## src/cmcm_pkg.sv

```systemverilog
// Shared types, constants and helper functions of the control macro curve mapper.
package cmcm_pkg;

    typedef enum logic [1:0]
    {
        ST_IDLE,
        ST_WALK,
        ST_REMOVE
    } state_t;

    localparam logic [2:0] ACT_ADD    = 3'd0;
    localparam logic [2:0] ACT_TARGET = 3'd1;
    localparam logic [2:0] ACT_REMOVE = 3'd2;
    localparam logic [2:0] ACT_QUERY  = 3'd3;
    localparam logic [2:0] ACT_EVENT  = 3'd4;

    localparam logic [1:0] CURVE_LINEAR = 2'd0;
    localparam logic [1:0] CURVE_SQUARE = 2'd1;
    localparam logic [1:0] CURVE_LOG    = 2'd2;

    localparam logic [16:0] ONE_Q16 = 17'd65536;

    localparam int WORD_W   = 40;
    localparam int IN_DATA_W  = 120;
    localparam int IN_USER_W  = 3;
    localparam int OUT_DATA_W = 64;

    // target word layout
    localparam int W_CC_LSB    = 0;
    localparam int W_CURVE_LSB = 7;
    localparam int W_INV_BIT   = 9;
    localparam int W_SCALE_LSB = 10;
    localparam int W_MIN_LSB   = 26;
    localparam int W_MAX_LSB   = 33;

    typedef struct packed
    {
        logic [15:0] macro_id;
        logic        last;
    } tag_t;

    function automatic logic [16:0] log_rom(input logic [4:0] idx);
        logic [16:0] v;
        case (idx)
            5'd0:    v = 17'd0;
            5'd1:    v = 17'd6685;
            5'd2:    v = 17'd12751;
            5'd3:    v = 17'd18303;
            5'd4:    v = 17'd23421;
            5'd5:    v = 17'd28168;
            5'd6:    v = 17'd32594;
            5'd7:    v = 17'd36740;
            5'd8:    v = 17'd40640;
            5'd9:    v = 17'd44320;
            5'd10:   v = 17'd47805;
            5'd11:   v = 17'd51113;
            5'd12:   v = 17'd54263;
            5'd13:   v = 17'd57268;
            5'd14:   v = 17'd60142;
            5'd15:   v = 17'd62894;
            5'd16:   v = 17'd65536;
            default: v = 17'd65536;
        endcase
        return v;
    endfunction

    // floor((v * 65536 + 2047) / 4095) as 16v + floor((16v + 2047) / 4095)
    function automatic logic [16:0] norm_of(input logic [11:0] v);
        logic [16:0] x;
        logic [4:0]  q0;
        logic [16:0] r;
        logic [4:0]  q;
        x  = {1'b0, v, 4'b0} + 17'd2047;
        q0 = x[16:12];
        r  = x - {q0[4:0], 12'b0} + {12'b0, q0};
        q  = (r >= 17'd4095) ? q0 + 5'd1 : q0;
        return {1'b0, v, 4'b0} + {12'b0, q};
    endfunction

endpackage

```

## src/cmcm_target_ram.sv

```systemverilog
// Target word memory: one write port, one registered read port.
module cmcm_target_ram #(
    parameter int DEPTH = 64,
    parameter int AW    = 6
) (
    input  logic                       clk,
    input  logic                       we,
    input  logic [AW-1:0]              waddr,
    input  logic [cmcm_pkg::WORD_W-1:0] wdata,
    input  logic                       re,
    input  logic [AW-1:0]              raddr,
    output logic [cmcm_pkg::WORD_W-1:0] rdata
);
    import cmcm_pkg::*;

    logic [WORD_W-1:0] mem [DEPTH];

    always_ff @(posedge clk)
    begin
        if (we)
        begin
            mem[waddr] <= wdata;
        end
    end

    always_ff @(posedge clk)
    begin
        if (re)
        begin
            rdata <= mem[raddr];
        end
    end

endmodule

```

## config.mk

```make
export PLATFORM = sky130hd
export DESIGN_NAME = cmcm_target_ram
export DESIGN_NICKNAME = d
export VERILOG_FILES = /design/src/cmcm_pkg.sv /design/src/cmcm_target_ram.sv
export SDC_FILE = /design/constraint.sdc
export NUM_CORES = 2
export LEC_CHECK = 0
export BUFFER_PORTS_ARGS = -buffer_cell sky130_fd_sc_hd__buf_2
export CAP_MARGIN = 20
export CORE_ASPECT_RATIO = 1.5
export CORE_MARGIN = 1
export CORE_UTILIZATION = 56
export DETAILED_ROUTE_END_ITERATION = 7
export PLACE_DENSITY_LB_ADDON = 0.2
export RECOVER_POWER = 25
export SLEW_MARGIN = 20
export SYNTH_ARGS = -nofsm -noshare
export SYNTH_HDL_FRONTEND = slang
export SYNTH_SLANG_ARGS = --single-unit
```

## constraint.sdc

```tcl
create_clock -name clk -period 4.4 [get_ports clk]
set_clock_uncertainty 0.1 [all_clocks]
set_input_delay 0.88 -clock clk [delete_from_list [all_inputs] [get_ports clk]]
set_output_delay 0.88 -clock clk [all_outputs]
set_load 0.01 [all_outputs]
```

After elaboration in Yosys (flattened, before gate mapping)
Memories as Yosys holds them, arrays and structs flattened. A register that Yosys moved wholly into a read port is not among the register bits.
Cells that the tools add are included.
{"block": "word_totals", "input_bits": 55, "ram_bits": 2560, "output_inout_bits": 40, "n_memories": 1, "reg_bits": 0}
{"block": "classes", "mux": 2}
{"name": "mem", "depth": 64, "word_bits": 40, "read_ports": 1, "rd_clocked_by_memory_dff": 1, "write_ports": 1, "line_no": "cmcm_target_ram.sv:16", "rtl": "logic [WORD_W-1:0] mem [DEPTH];"}
{"cell": "$mux W1", "count": 2}

Depth between registers and ports, before layout
{"block": "logic_depth", "ltp_word": 2, "depth_mapped": 9}

Worst setup path after synthesis
OpenSTA, ideal clock, no wires.
{"block": "synth_path", "kind": "input to register", "from": "input port waddr[3]", "to": "memory mem[48][0], enable pin", "t_required_ps": 3813, "setup_ps": 487, "arrival_time_ps": 4116, "cell_stages": 4, "path_slack_ps": -302, "path_cell_list": "clkbuf_1 > nor2b_1 > nand4b_1 > nor3_1"}
{"element": "start: declaration", "line_no": "cmcm_target_ram.sv:8", "rtl": "input logic [AW-1:0] waddr,"}
{"element": "end: declaration", "line_no": "cmcm_target_ram.sv:16"}
No word-level cell before the write port.

Worst setup path in the final report
{"block": "layout_path", "from": "input port wdata[6] (netlist name)", "to": "memory mem[27][6], data pin"}
{"element": "start: declaration", "line_no": "cmcm_target_ram.sv:9", "rtl": "input logic [cmcm_pkg::WORD_W-1:0] wdata,"}
No word-level cell before the write port.

==> results.txt <==
- Of the cells placed in the final design, the portion with a size suffix greater than 1 is between 20% and 30%.
- The final route contains 46.9k vias.
- After synthesis, the share of flip-flops with an asynchronous set or reset is 0%.
* Num rows: 187
* Cts hold-fix bufs: 0
* Core Area: ~170,000 um2
- Congestion Overflow GR: 0
* Vias in the first global route: roughly 48k
- Traced cell by cell, the critical path runs through clkbuf_1.
- Cell Count Post-Placement: ~6.5k
- Setup repair after global routing left no endpoint under its margin.
* Number of remaining DRC errors: 0
- The number of nets in the synthesized netlist is 4,250.
* Number of enable flip-flop cells after synthesis: roughly 2.6k
- Mux contribution to synthesized area: between 10% and 20%
- Insertion delay of the later-clocked pin in the worst-skew pair: roughly 0.86 ns
* DIE HEIGHT: 515 um
- Kind of launch point of the worst setup path: input pin
* # IOs: 95
* Post-Synthesis Mean Instance Area: between 20 and 25 um2
- In this run the clock root is driven by a sky130_fd_sc_hd__clkbuf_16.
* DP Worst Slack: 0.454 ns
- Area of the multi-input gates: 19,500 um2
- The largest individual stage delay along the critical path comes from the cell sky130_fd_sc_hd__clkbuf_1.
- Synthesis warning total: 0
* Post-CTS sizing: 0
- For this run, the total global-route usage over all layers was measured as around 28%.
* Cell family contributing the most delay on the critical path: buffers and inverters
- Final Setup Violations: 0
- For this design the static power due to leakage is between 30 and 40 nW.
- Register-to-Register Path Depth: 5
- Dpl hpwl: ~140,000 um
- Arrival time of the worst setup path: 3.13 ns
- STA puts the critical path data required time at 4.48 ns.
- Across all hold checks on the routed design, the worst slack comes to approximately 0.5 ns.
- The critical path is of the in2reg type.
- The filler cells instantiated in the layout total about 11k.
* Simple-gate area share of the yosys netlist: under 10%
- Main flop type after synthesis: sky130_fd_sc_hd__edfxtp_1
- Final ANT Viol Nets: 0
- On the worst path, the slowest cell contributes a delay of around 2.1 ns.
- In this run the number of cells on the critical path is 1.
- After technology mapping, the gate count stands at around 4.2k.
- Die width: 344 um
- Using the TritonRoute via totals, the vias-per-cell ratio works out to around 6.7.
- Final layout net count: 4,536
- Die footprint: around 180,000 um2
* Largest family of logic cells by synthesized area: multiplexers
- Entering global routing, the biggest net connects 72 pins.
* Routability congestion estimate: 0.782
- H-tree Lvls: 4
- Power density cells: 445 nW/um2
* Number of buffer cells added on primary ports: 94
- TritonCTS clock tree: built
- The synthesized netlist devotes 2.67% of its cell area to compound gates.
- Number of clock sinks: around 2.6k
- The number of endpoints with negative hold slack in the final report is 0.
- The number of buffers and inverters on the critical path is 1.
- Relative max-transition margin: -110%
- The netlist uses 35 different library cells.
- Based on the critical path, the design can be clocked at up to approximately 330 MHz.
- Wire length of the first global-routing pass: 346,000 um
- Area taken by flip-flops and latches: between 70,000 and 80,000 um2
- The detailed router finished its first iteration with ~5.3k violations.
- The first TritonRoute pass finished after 6 iterations.
- Max-cap violations in this run came to 31.
- Number of buffers on the longest clock path: 3
- Post-route setup slack: around 1.3 ns
- The initial antenna violation count came to 22.
- Summed area of non-filler cells in the final layout: ~110,000 um2
- Counting flops and latches in the post-synthesis netlist gives ~2.6k.
* Final period util: around 69%
- Reg clk slew, reported paths: roughly 0.06 ns
- At the pin with the least slew margin, the transition time is 3.15 ns.
- The run finished, with violations left.
* Violations in the final reports: capacitance limit, slew limit
* Inserted Clock Buffers: 218
* Final max-slew violation count: ~1.9k
- Of the total synthesized cell area, the portion taken by full adders, half adders and majority gates is 0%.
* Filler-free cell count of the finished design: between 6k and 7k
* Post-synthesis share of cell area spent on xor and xnor gates: 0%
- Mapped Area: about 98,000 um2
- Sequential cell area fraction in the yosys report: 79.5%
- Peak supply drop: approximately 460 uV
- Average detailed-routed wire length per instance: ~35 um
- Post-CTS setup buffers: 0
* Worst hold stages: 1
- Relative to the synthesized area, the layout overhead comes to 12.5%.
- Type of the worst min-delay path: in2reg
* Placement Cell Area: between 100,000 and 150,000 um2
- The routed design could run at a clock period as short as just over 3 ns.
- Aggregate negative setup slack: 0 ns
* Highest fanout seen on the critical path: 64
- Total Wirelength: roughly 240,000 um
* Critical path capture point type: register
- Initial core utilization: 56.6%
## where the power goes
| part | internal (mW) | switching, mW |
|---|---|---|
| Combinational | 0.909 | 1.54 |
| Sequential | 27.5 | 0.0866 |
| Clock | 10.5 | 8.59 |
| Total | 38.9 | 10.2 |
## area by class of cell
class                           instances  share of cell area (%)
Antenna cell                           12                  0.0272
Clock buffer                          267                    5.22
Clock inverter                        139                    1.11
Multi-Input combinational cell       1357                    17.6
Sequential cell                      2600                    70.6
Tap cell                             2268                    2.57
Timing Repair Buffer                  304                    2.81
## logic make-up (layout without fill, tap and decap cells)
family                 count (synthesis)  after routing
AOI/OAI and AO/OA                    383            383
buffers and inverters                238            710
DFF                                 2600           2600
muxes                                759            759
other                                  0             12
and+or+nand+nor                      215            215
## Yosys cell counts, types with 3 or more instances
| master | number | area [um2] |
|---|---|---|
| sky130_fd_sc_hd__a211oi_1 | 6 | 45.0 |
| sky130_fd_sc_hd__a21oi_1 | 68 | 340 |
| sky130_fd_sc_hd__a221oi_1 | 34 | 298 |
| sky130_fd_sc_hd__a22o_1 | 16 | 140 |
| sky130_fd_sc_hd__a22oi_1 | 18 | 135 |
| sky130_fd_sc_hd__and2_1 | 4 | 25.0 |
| sky130_fd_sc_hd__and3_1 | 6 | 37.5 |
| sky130_fd_sc_hd__buf_1 | 20 | 75.1 |
| sky130_fd_sc_hd__buf_2 | 81 | 405 |
| sky130_fd_sc_hd__buf_4 | 49 | 368 |
| sky130_fd_sc_hd__buf_6 | 8 | 90.1 |
| sky130_fd_sc_hd__clkbuf_1 | 80 | 300 |
| sky130_fd_sc_hd__edfxtp_1 | 2600 | 78100 |
| sky130_fd_sc_hd__mux2_2 | 38 | 428 |
| sky130_fd_sc_hd__mux2i_1 | 113 | 1130 |
| sky130_fd_sc_hd__mux4_2 | 608 | 13700 |
| sky130_fd_sc_hd__nand2_1 | 19 | 71.3 |
| sky130_fd_sc_hd__nand2b_1 | 13 | 81.3 |
| sky130_fd_sc_hd__nand3_1 | 8 | 40.0 |
| sky130_fd_sc_hd__nand3b_1 | 3 | 22.5 |
| sky130_fd_sc_hd__nor2_1 | 97 | 364 |
| sky130_fd_sc_hd__nor2b_1 | 16 | 100 |
| sky130_fd_sc_hd__nor3_1 | 3 | 15.0 |
| sky130_fd_sc_hd__nor4_1 | 34 | 213 |
| sky130_fd_sc_hd__o21a_1 | 8 | 60.1 |
| sky130_fd_sc_hd__o21ai_0 | 8 | 40.0 |
| sky130_fd_sc_hd__o21ai_1 | 14 | 70.1 |
| sky130_fd_sc_hd__o221ai_1 | 42 | 368 |
| sky130_fd_sc_hd__o22a_1 | 26 | 228 |
| sky130_fd_sc_hd__o22ai_1 | 143 | 895 |
| sky130_fd_sc_hd__or2_2 | 4 | 25.0 |
| sky130_fd_sc_hd__or3_1 | 3 | 18.8 |
## metal layers
layer	up-vias	routed length, um	track usage, %
met2	2328	124000	46.8
met3	443	21400	5.22
met4	14	6940	8.04
li1	18700	-	-
met5	-	124	0
met1	25400	90300	37.8
## through the flow
stage | utilization, % | power (mW)
2_1_floorplan | - | 29.4
3_3_place_gp | 59.6 | 30.5
3_5_place_dp | 59.6 | 30.6
4_1_cts | 63.6 | 49.4
5_1_grt | 63.6 | 50.4
6_report | 63.7 | 49.2
## placed cells by master, fill, tap and decap left out, drive strengths merged, types with 6 or more instances in the layout
cell type  count
nand2b        13
a22oi         18
diode         12
clkbuf       304
bufinv        21
mux4         608
nor4          34
o21a           8
mux2i        113
a22o          16
a21oi         68
mux2          38
a221oi        34
clkinvlp       7
inv            7
nand2         19
nor2b         16
buf          267
edfxtp      2600
nor2          97
o221ai        42
nand3          8
a211oi         6
and3           6
o22a          26
clkinv       104
o21ai         22
o22ai        143
## worst paths after layout
path / end / from / slack (ns)
setup / recovery: mem[27][6]$_DFFE_PP_ / wdata[6] / 1.35
hold / removal: mem[40][9]$_DFFE_PP_ / wdata[9] / 0.50
setup reg to reg: rdata[8]$_DFFE_PP_ / mem[10][8]$_DFFE_PP_ / 2.10
hold reg to reg: rdata[18]$_DFFE_PP_ / mem[48][18]$_DFFE_PP_ / 0.82
## state kept, by name, indices dropped and copies added, names as in the netlist
signal	flops
rdata	40
mem	2560
No activity file was read; power rests on OpenSTA's default activity.
