$ cat src/cmcm_pkg.sv
// Shared types, constants and helper functions of the control macro curve mapper.
package cmcm_pkg;

    typedef enum logic [1:0]
    {
        ST_IDLE,
        ST_WALK,
        ST_REMOVE
    } state_t;

    localparam logic [2:0] ACT_ADD    = 3'd0;
    localparam logic [2:0] ACT_TARGET = 3'd1;
    localparam logic [2:0] ACT_REMOVE = 3'd2;
    localparam logic [2:0] ACT_QUERY  = 3'd3;
    localparam logic [2:0] ACT_EVENT  = 3'd4;

    localparam logic [1:0] CURVE_LINEAR = 2'd0;
    localparam logic [1:0] CURVE_SQUARE = 2'd1;
    localparam logic [1:0] CURVE_LOG    = 2'd2;

    localparam logic [16:0] ONE_Q16 = 17'd65536;

    localparam int WORD_W   = 40;
    localparam int IN_DATA_W  = 120;
    localparam int IN_USER_W  = 3;
    localparam int OUT_DATA_W = 64;

    // target word layout
    localparam int W_CC_LSB    = 0;
    localparam int W_CURVE_LSB = 7;
    localparam int W_INV_BIT   = 9;
    localparam int W_SCALE_LSB = 10;
    localparam int W_MIN_LSB   = 26;
    localparam int W_MAX_LSB   = 33;

    typedef struct packed
    {
        logic [15:0] macro_id;
        logic        last;
    } tag_t;

    function automatic logic [16:0] log_rom(input logic [4:0] idx);
        logic [16:0] v;
        case (idx)
            5'd0:    v = 17'd0;
            5'd1:    v = 17'd6685;
            5'd2:    v = 17'd12751;
            5'd3:    v = 17'd18303;
            5'd4:    v = 17'd23421;
            5'd5:    v = 17'd28168;
            5'd6:    v = 17'd32594;
            5'd7:    v = 17'd36740;
            5'd8:    v = 17'd40640;
            5'd9:    v = 17'd44320;
            5'd10:   v = 17'd47805;
            5'd11:   v = 17'd51113;
            5'd12:   v = 17'd54263;
            5'd13:   v = 17'd57268;
            5'd14:   v = 17'd60142;
            5'd15:   v = 17'd62894;
            5'd16:   v = 17'd65536;
            default: v = 17'd65536;
        endcase
        return v;
    endfunction

    // floor((v * 65536 + 2047) / 4095) as 16v + floor((16v + 2047) / 4095)
    function automatic logic [16:0] norm_of(input logic [11:0] v);
        logic [16:0] x;
        logic [4:0]  q0;
        logic [16:0] r;
        logic [4:0]  q;
        x  = {1'b0, v, 4'b0} + 17'd2047;
        q0 = x[16:12];
        r  = x - {q0[4:0], 12'b0} + {12'b0, q0};
        q  = (r >= 17'd4095) ? q0 + 5'd1 : q0;
        return {1'b0, v, 4'b0} + {12'b0, q};
    endfunction

endpackage

$ cat src/cmcm_curve_pipe.sv
// Three-stage curve, invert, scale and range mapping pipeline for one target.
module cmcm_curve_pipe (
    input  logic                        clk,
    input  logic                        rst_n,
    input  logic                        en,
    input  logic                        in_valid,
    input  cmcm_pkg::tag_t              in_tag,
    input  logic [cmcm_pkg::WORD_W-1:0] word,
    input  logic [16:0]                 norm,
    output logic                        out_valid,
    output cmcm_pkg::tag_t              out_tag,
    output logic [6:0]                  out_cc,
    output logic [6:0]                  out_value,
    output logic                        busy
);
    import cmcm_pkg::*;

    logic               a_v_reg, b_v_reg, c_v_reg;
    tag_t               a_tag_reg, b_tag_reg, c_tag_reg;
    logic [WORD_W-1:0]  a_word_reg, b_word_reg;
    logic [33:0]        a_prod_reg;
    logic [16:0]        a_base_reg;
    logic [1:0]         a_mode_reg;
    logic               a_full_reg;
    logic [32:0]        b_prod_reg;
    logic signed [25:0] c_prod_reg;
    logic [6:0]         c_min_reg, c_cc_reg;

    logic [1:0]  curve;
    logic [4:0]  idx;
    logic [16:0] rom_lo, rom_hi, rom_diff, mul_x, mul_y, a_base_next;
    logic [33:0] a_prod_next;
    logic [33:0] sq_sum, lg_sum;
    logic [16:0] curved, inv_val;
    logic [32:0] b_prod_next;
    logic [33:0] b_sum;
    logic [21:0] sh;
    logic [16:0] sat;
    logic signed [7:0]  span;
    logic signed [25:0] c_prod_next;
    logic signed [26:0] total;

    always_comb
    begin
        curve    = word[W_CURVE_LSB +: 2];
        idx      = norm[16:12];
        rom_lo   = log_rom(idx);
        rom_hi   = log_rom(idx + 5'd1);
        rom_diff = rom_hi - rom_lo;
        if (curve == CURVE_SQUARE)
        begin
            mul_x = norm;
            mul_y = norm;
        end
        else
        begin
            mul_x = rom_diff;
            mul_y = {5'b0, norm[11:0]};
        end
        a_prod_next = mul_x * mul_y;
        a_base_next = (curve == CURVE_LOG) ? rom_lo : norm;
    end

    always_comb
    begin
        sq_sum = a_prod_reg + 34'd32768;
        lg_sum = a_prod_reg + 34'd2048;
        case (a_mode_reg)
            CURVE_SQUARE: curved = sq_sum[32:16];
            CURVE_LOG:    curved = a_full_reg ? ONE_Q16 : a_base_reg + lg_sum[28:12];
            default:      curved = a_base_reg;
        endcase
        inv_val     = a_word_reg[W_INV_BIT] ? ONE_Q16 - curved : curved;
        b_prod_next = inv_val * a_word_reg[W_SCALE_LSB +: 16];
    end

    always_comb
    begin
        b_sum       = {1'b0, b_prod_reg} + 34'd2048;
        sh          = b_sum[33:12];
        sat         = (sh > 22'd65536) ? ONE_Q16 : sh[16:0];
        span        = $signed({1'b0, b_word_reg[W_MAX_LSB +: 7]})
                    - $signed({1'b0, b_word_reg[W_MIN_LSB +: 7]});
        c_prod_next = 26'($signed({1'b0, sat}) * span);
    end

    always_comb
    begin
        total = $signed({4'b0, c_min_reg, 16'b0}) + 27'(c_prod_reg) + 27'sd32768;
        if (total < 0)
        begin
            total = '0;
        end
        out_value = total[22:16];
    end

    always_ff @(posedge clk or negedge rst_n)
    begin
        if (!rst_n)
        begin
            a_v_reg <= 1'b0;
            b_v_reg <= 1'b0;
            c_v_reg <= 1'b0;
        end
        else if (en)
        begin
            a_v_reg <= in_valid;
            b_v_reg <= a_v_reg;
            c_v_reg <= b_v_reg;
        end
    end

    always_ff @(posedge clk)
    begin
        if (en)
        begin
            a_tag_reg  <= in_tag;
            a_word_reg <= word;
            a_prod_reg <= a_prod_next;
            a_base_reg <= a_base_next;
            a_mode_reg <= curve;
            a_full_reg <= idx[4];
            b_tag_reg  <= a_tag_reg;
            b_word_reg <= a_word_reg;
            b_prod_reg <= b_prod_next;
            c_tag_reg  <= b_tag_reg;
            c_prod_reg <= c_prod_next;
            c_min_reg  <= b_word_reg[W_MIN_LSB +: 7];
            c_cc_reg   <= b_word_reg[W_CC_LSB +: 7];
        end
    end

    assign out_valid = c_v_reg;
    assign out_tag   = c_tag_reg;
    assign out_cc    = c_cc_reg;
    assign busy      = a_v_reg | b_v_reg | c_v_reg;

endmodule
$ cat config.mk
export PLATFORM = sky130hd
export DESIGN_NAME = cmcm_curve_pipe
export DESIGN_NICKNAME = d
export VERILOG_FILES = /design/src/cmcm_pkg.sv /design/src/cmcm_curve_pipe.sv
export SDC_FILE = /design/constraint.sdc
export NUM_CORES = 2
export LEC_CHECK = 0
export BUFFER_PORTS_ARGS = -buffer_cell sky130_fd_sc_hd__buf_4
export CORE_ASPECT_RATIO = 1.1
export CORE_UTILIZATION = 50
export CTS_BUF_LIST = sky130_fd_sc_hd__clkbuf_8
export DETAILED_ROUTE_END_ITERATION = 10
export PLACE_DENSITY = 0.66
export SYNTH_ARGS = -nofsm -noshare
export SYNTH_HDL_FRONTEND = slang
export SYNTH_SLANG_ARGS = --single-unit
$ cat constraint.sdc
create_clock -name clk -period 22.9 [get_ports clk]
set_clock_uncertainty 0.15 [all_clocks]
set_input_delay 0 -clock clk [delete_from_list [all_inputs] [get_ports clk]]
set_output_delay 0 -clock clk [all_outputs]
set_load 0.02 [all_outputs]
; ---- Word-level counts from Yosys, hierarchy flattened
; Memory sizes are Yosys's and may differ from the RTL's.
; Index checks and enable logic that the tools add are counted.
[word_totals]
romBits = 1088
out_inout_bits = 33
inputBits = 78
mem_count = 2
wordCells = 50
regBits = 260
[op_classes]
n_eq_ne = 4
muxes = 8
bitwise = 2
order_cmp = 2
n_addsub = 10
mul = 3
[memory_table]
columns = memory, depth, width, rd, rd_clocked_by_memory_dff, write_ports, line_no
row1 = (name not given), 32, 17, 1, 0, 0, cmcm_pkg.sv:44  ; case (idx)
row2 = (name not given), 32, 17, 1, 0, 0, cmcm_pkg.sv:44
[ops]
columns = op, n
row1 = $mux 17, 6
row2 = $add 33x12->34 const B, 1
row3 = $pmux 17 s2, 1
row4 = $add 33x16->33 const B, 1
row5 = $mul 17x16->33, 1
row6 = $mul 17x17->33, 1
row7 = $add 29x12->29 const B, 1
row8 = $add 24x26->27, 1
row9 = $add 27x17->27 const B, 1
row10 = $lt 27x1->1 const B, 1
row11 = $mul 18x8->26, 1
row12 = $mux 23, 1
row13 = $gt 22x17->1 const B, 1
row14 = $add 17x17->17, 1
row15 = $sub 17x17->17, 1
row16 = $sub 17x17->17 const A, 1
row17 = $sub 7x7->8, 1
row18 = $add 5x1->5 const B, 1
row19 = $eq 2x1->1 const B, 2
row20 = $eq 2x2->1 const B, 2
row21 = $or 1x1->1, 2

; ---- Longest topological paths before layout
[logic_depth]
depth_word = 7
depth_mapped = 44
mapped_depth_nobuf = 42

; ---- Least setup slack after synthesis
; Ideal clock, no wire load.
[synth_path]
path_type = input to register
startpoint = input norm[12]
endpoint = register a_prod_reg[32], data pin
path_slack_ns = 13.276
stages = 42
t_required_ns = 22.484
t_arrival_ns = 9.208
setup_ns = 0.266
path_buffers = 3
path_cell_list = ha_1 clkbuf_1 inv_1 ha_1 clkbuf_1 inv_1 o211ai_1 a21o_1 ha_1 inv_1 fa_1 a21o_1 a21oi_1 o21ai_0 a21o_1 a21oi_1 o21ai_0 a211oi_1 [6 not listed] fa_1 inv_1 fa_1 fa_1 inv_1 fa_1 fa_1 ha_1 a21o_1 a21o_1 a21oi_1 nor2b_1 o21ai_0 nand2b_1 o41ai_1 o21ai_1 o41ai_1 xnor2_1
[synth_between]
elab_chain_cells = 5
elab_cells_between_ends = 7
cone_classes = 2 x add/sub / 1 x mul / 2 x mux / 2 x memory
[synth_rtl]
columns = element, line_no
row1 = start: declaration, cmcm_curve_pipe.sv:9  ; input logic [16:0] norm,
row2 = $add 5x1->5, cmcm_curve_pipe.sv:48  ; rom_hi = log_rom(idx + 5'd1);
row3 = $mem_v2 32x17, n/a
row4 = $sub 17x17->17, cmcm_curve_pipe.sv:49  ; rom_diff = rom_hi - rom_lo;
row5 = $mux 17, cmcm_curve_pipe.sv:50  ; if (curve == CURVE_SQUARE)
row6 = $mul 17x17->33 (*), cmcm_curve_pipe.sv:60  ; a_prod_next = mul_x * mul_y;
row7 = via a_prod_next[32], cmcm_curve_pipe.sv:32  ; logic [33:0] a_prod_next;
row8 = end signal: assignment, cmcm_curve_pipe.sv:119  ; a_prod_reg <= a_prod_next;
row9 = end: declaration, cmcm_curve_pipe.sv:21  ; logic [33:0] a_prod_reg;
; Mark *: on every way through the listed nets, which the timed path passes. The rest lies on a longest branch.
; A chain may end at the register's enable or synchronous reset.

; ---- Worst setup path after layout
; Same ends and word-level chain as after synthesis.

==> impl_metrics.yaml <==
routing:
  wl_per_cell_um: 17.1
  drt_iter0_drc: 1381
  antenna_left: 0
  vias_per_cell: 5.35
  dr.pass1.iters: 6
  vias: 24400
  drc: 0
  wl_um: 78000
final_layout:
  layout_commonest_cell: "inv_1"
  final_cell_mix: "inv_1, fa_1, nand2_1"
  nNetsFinal: 4606
  multiInputGateArea_um2: 23700
  syn_to_final_growth_pct: 11.4
  drive_above_1_share: 0.0650
  final-seq-area_um2: 6020
  largest_register_ffs: 40
  final_area_um2: 36500
  fill_cells: 5732
synth:
  yosys_warnings: 0
  synth_area_um2: 32700
  ys_async_sr_fraction: 0.0149
  ys_types: 80
  synth_cells: 3511
  synth-seq-cells: 201
  ys.flop_type: "edfxtp_1"
  synth_seq_area_share: 0.184
  syn-num-nets: 4435
  synth_edf_count: 198
  syn_avg_cell_area_um2: 9.32
sta:
  report.final.slew_viol_count: 0
  layout_min_cycle_time_ps: 11200
  setup_viol: 0
  rsz0062_at_grt: "false"
  max_freq_mhz: 89.3
  max_slew_margin: 0.310
  fin_setup_tns_ps: 0
  fin_crit_sh: 0.489
  final_hold_viol_count: 0
  tightest_slew_ps: 1030
cts:
  cts_buffer_depth: 3
  worstSkewPairLatency_ps: 600
  root_buffer: "clkbuf_8"
  cts_sinks: 201
  cts_tree: "done"
  numCtsBuffers: 37
  cts_htree_levels: 2
  clkSlewWorstSetupHoldPaths_ps: 60
critical_path:
  worstPathMaxFanout: 21
  worstPathRequired_ps: 23080
  cp_slowest_cell: "o41ai_1"
  worst_path_largest_cell_delay_ps: 810
  cp.arrival_ps: 11380
  crit_top_cell: "fa_1"
  path_class: "in -> reg"
  start_kind: "input port"
  cp_num_buf_inv: 8
  crit_family: "adder cells"
  endpoint_kind: "flop"
floorplan:
  core-area_um2: 64900
  rows: 98
  initial_core_util: 0.505
  die_h_um: 270
  dieArea_um2: 66500
  die_w_um: 246
  num_io_pins: 111
outcome:
  status: "finished, final reports clean"
place:
  placed_area_um2: 34300
  dp_hpwl_um: 61300
  place_congestion: 0.929
  portBuffers: 110
run:
  cap_violations: 0
min_path:
  hold_path.class: "in -> reg"
global_route:
  antenna_found_initial: 1
  grt_util_met1: 0.303
  grt.overflow.total: 0
  grt_pass1_wl_um: 129000
  use_met2: 0.436
  grt-busiest-layer: "met2"
  grt_pass1_vias: 25291
  grt_use_met3: 0.0215
  track_usage: 0.244
  grt_max_degree: 123
[worst register-to-register path, delay by kind of cell (launching register included)]
| family | cells | cell delay [ps] |
|---|---|---|
| AO/OA/AOI/OAI | 15 | 3060 |
| XOR/XNOR | 3 | 1130 |
| adder cells (fa/ha/maj) | 9 | 3770 |
| buffers and inverters | 4 | 230 |
| flip-flops | 1 | 440 |
| AND/OR/NAND/NOR | 5 | 1180 |
[cell usage after synthesis, types with 4 or more instances]
cell type  number  area share
inv_1         658       0.075
fa_1          521        0.32
nand2_1       452       0.052
ha_1          325        0.12
nor2_1        223       0.026
edfxtp_1      198        0.18
and2_1        165       0.032
clkbuf_1      118       0.014
o21ai_0       105       0.016
a21oi_1       102       0.016
xnor2_1        93       0.025
xor2_1         53       0.014
nand3_1        40      0.0061
nor3_1         40      0.0061
nand2b_1       37      0.0071
a21o_1         27      0.0062
and3_1         24      0.0046
buf_2          22      0.0034
a211oi_1       21      0.0048
or3_1          20      0.0038
nor2b_1        19      0.0036
nand4_1        17      0.0032
o21a_1         16      0.0037
or2_2          15      0.0029
a31oi_1        13      0.0025
o211ai_1       13      0.0030
nor4_1         12      0.0023
o22ai_1        10      0.0019
o31ai_1         9      0.0021
o21ai_1         8      0.0012
o21bai_1        8      0.0018
mux2_2          7      0.0024
o41ai_1         7      0.0019
a211o_1         6      0.0016
nand3b_1        6      0.0014
o41a_1          6      0.0021
a21boi_0        5      0.0011
a221oi_1        5      0.0013
and4_1          5      0.0013
buf_1           5     0.00057
mux2i_1         4      0.0012
o221ai_1        4      0.0011
o31a_1          4      0.0011
o32ai_1         4      0.0011
[metal layers]
metal | part of all wire | wire length, um
met1 | 0.40 | 31400
met2 | 0.52 | 40500
met3 | 0.041 | 3220
met4 | 0.037 | 2920
met5 | 0 | 0
[metrics by stage]
| step | hold WS (ps) | instances | setup WS [ps] | utilization |
|---|---|---|---|---|
| finish | 6.20 | 4557 | 11700 | 0.562 |
| global route | 12.3 | 4557 | 10850 | 0.562 |
| CTS | 2.28 | 4556 | 11820 | 0.562 |
| detailed placement | -358 | 4361 | 11750 | 0.529 |
| global placement | -358 | 4361 | 11890 | 0.529 |
| floorplan | -446 | 3511 | 13280 | - |
[final cells by class]
cell class              instances  area share
diodes                          1   0.0000686
clock buffers                  40      0.0151
clock inverters                23     0.00655
inverters                     659      0.0678
multi-input cells            2503       0.649
flip-flops and latches        201       0.165
well taps                     850      0.0292
repair buffers                280      0.0669
[path summary, 6_finish.rpt]
check / from / endpoint / slack (ps) / cells past startpoint
worst max-delay path: norm[12] / a_prod_reg[32]$_DFFE_PP_ / 11700 / 41
worst min-delay path: en / c_prod_reg[16]$_DFFE_PP_ / 6 / 1
worst max register to register: a_prod_reg[15]$_DFFE_PP_ / b_prod_reg[32]$_DFFE_PP_ / 12720 / 36
worst min register to register: a_word_reg[34]$_DFFE_PP_ / b_word_reg[34]$_DFFE_PP_ / 260 / 0
max in group asynchronous: rst_n / a_v_reg$_DFFE_PN0P_ / 22270 / 3
min in group asynchronous: rst_n / b_v_reg$_DFFE_PN0P_ / 180 / 3
[kinds of logic after synthesis]
group,share of synthesized area
AND/OR/NAND/NOR,0.158
adder cells (fa/ha/maj),0.443
buffers and inverters,0.0939
AO/OA/AOI/OAI,0.0784
flip-flops,0.184
XOR/XNOR,0.0396
multiplexers,0.00363
[repair_timing]
item,in CTS,in global routing
endpoints found under the setup margin,0,0
buffers inserted,0,0
gates resized for setup,0,0
hold buffers,132,0
endpoints found under the hold margin,78,0
Power is left out: the tool's default activity adds up to more than one toggle a clock period on the data nets, which glitch-free logic cannot reach.
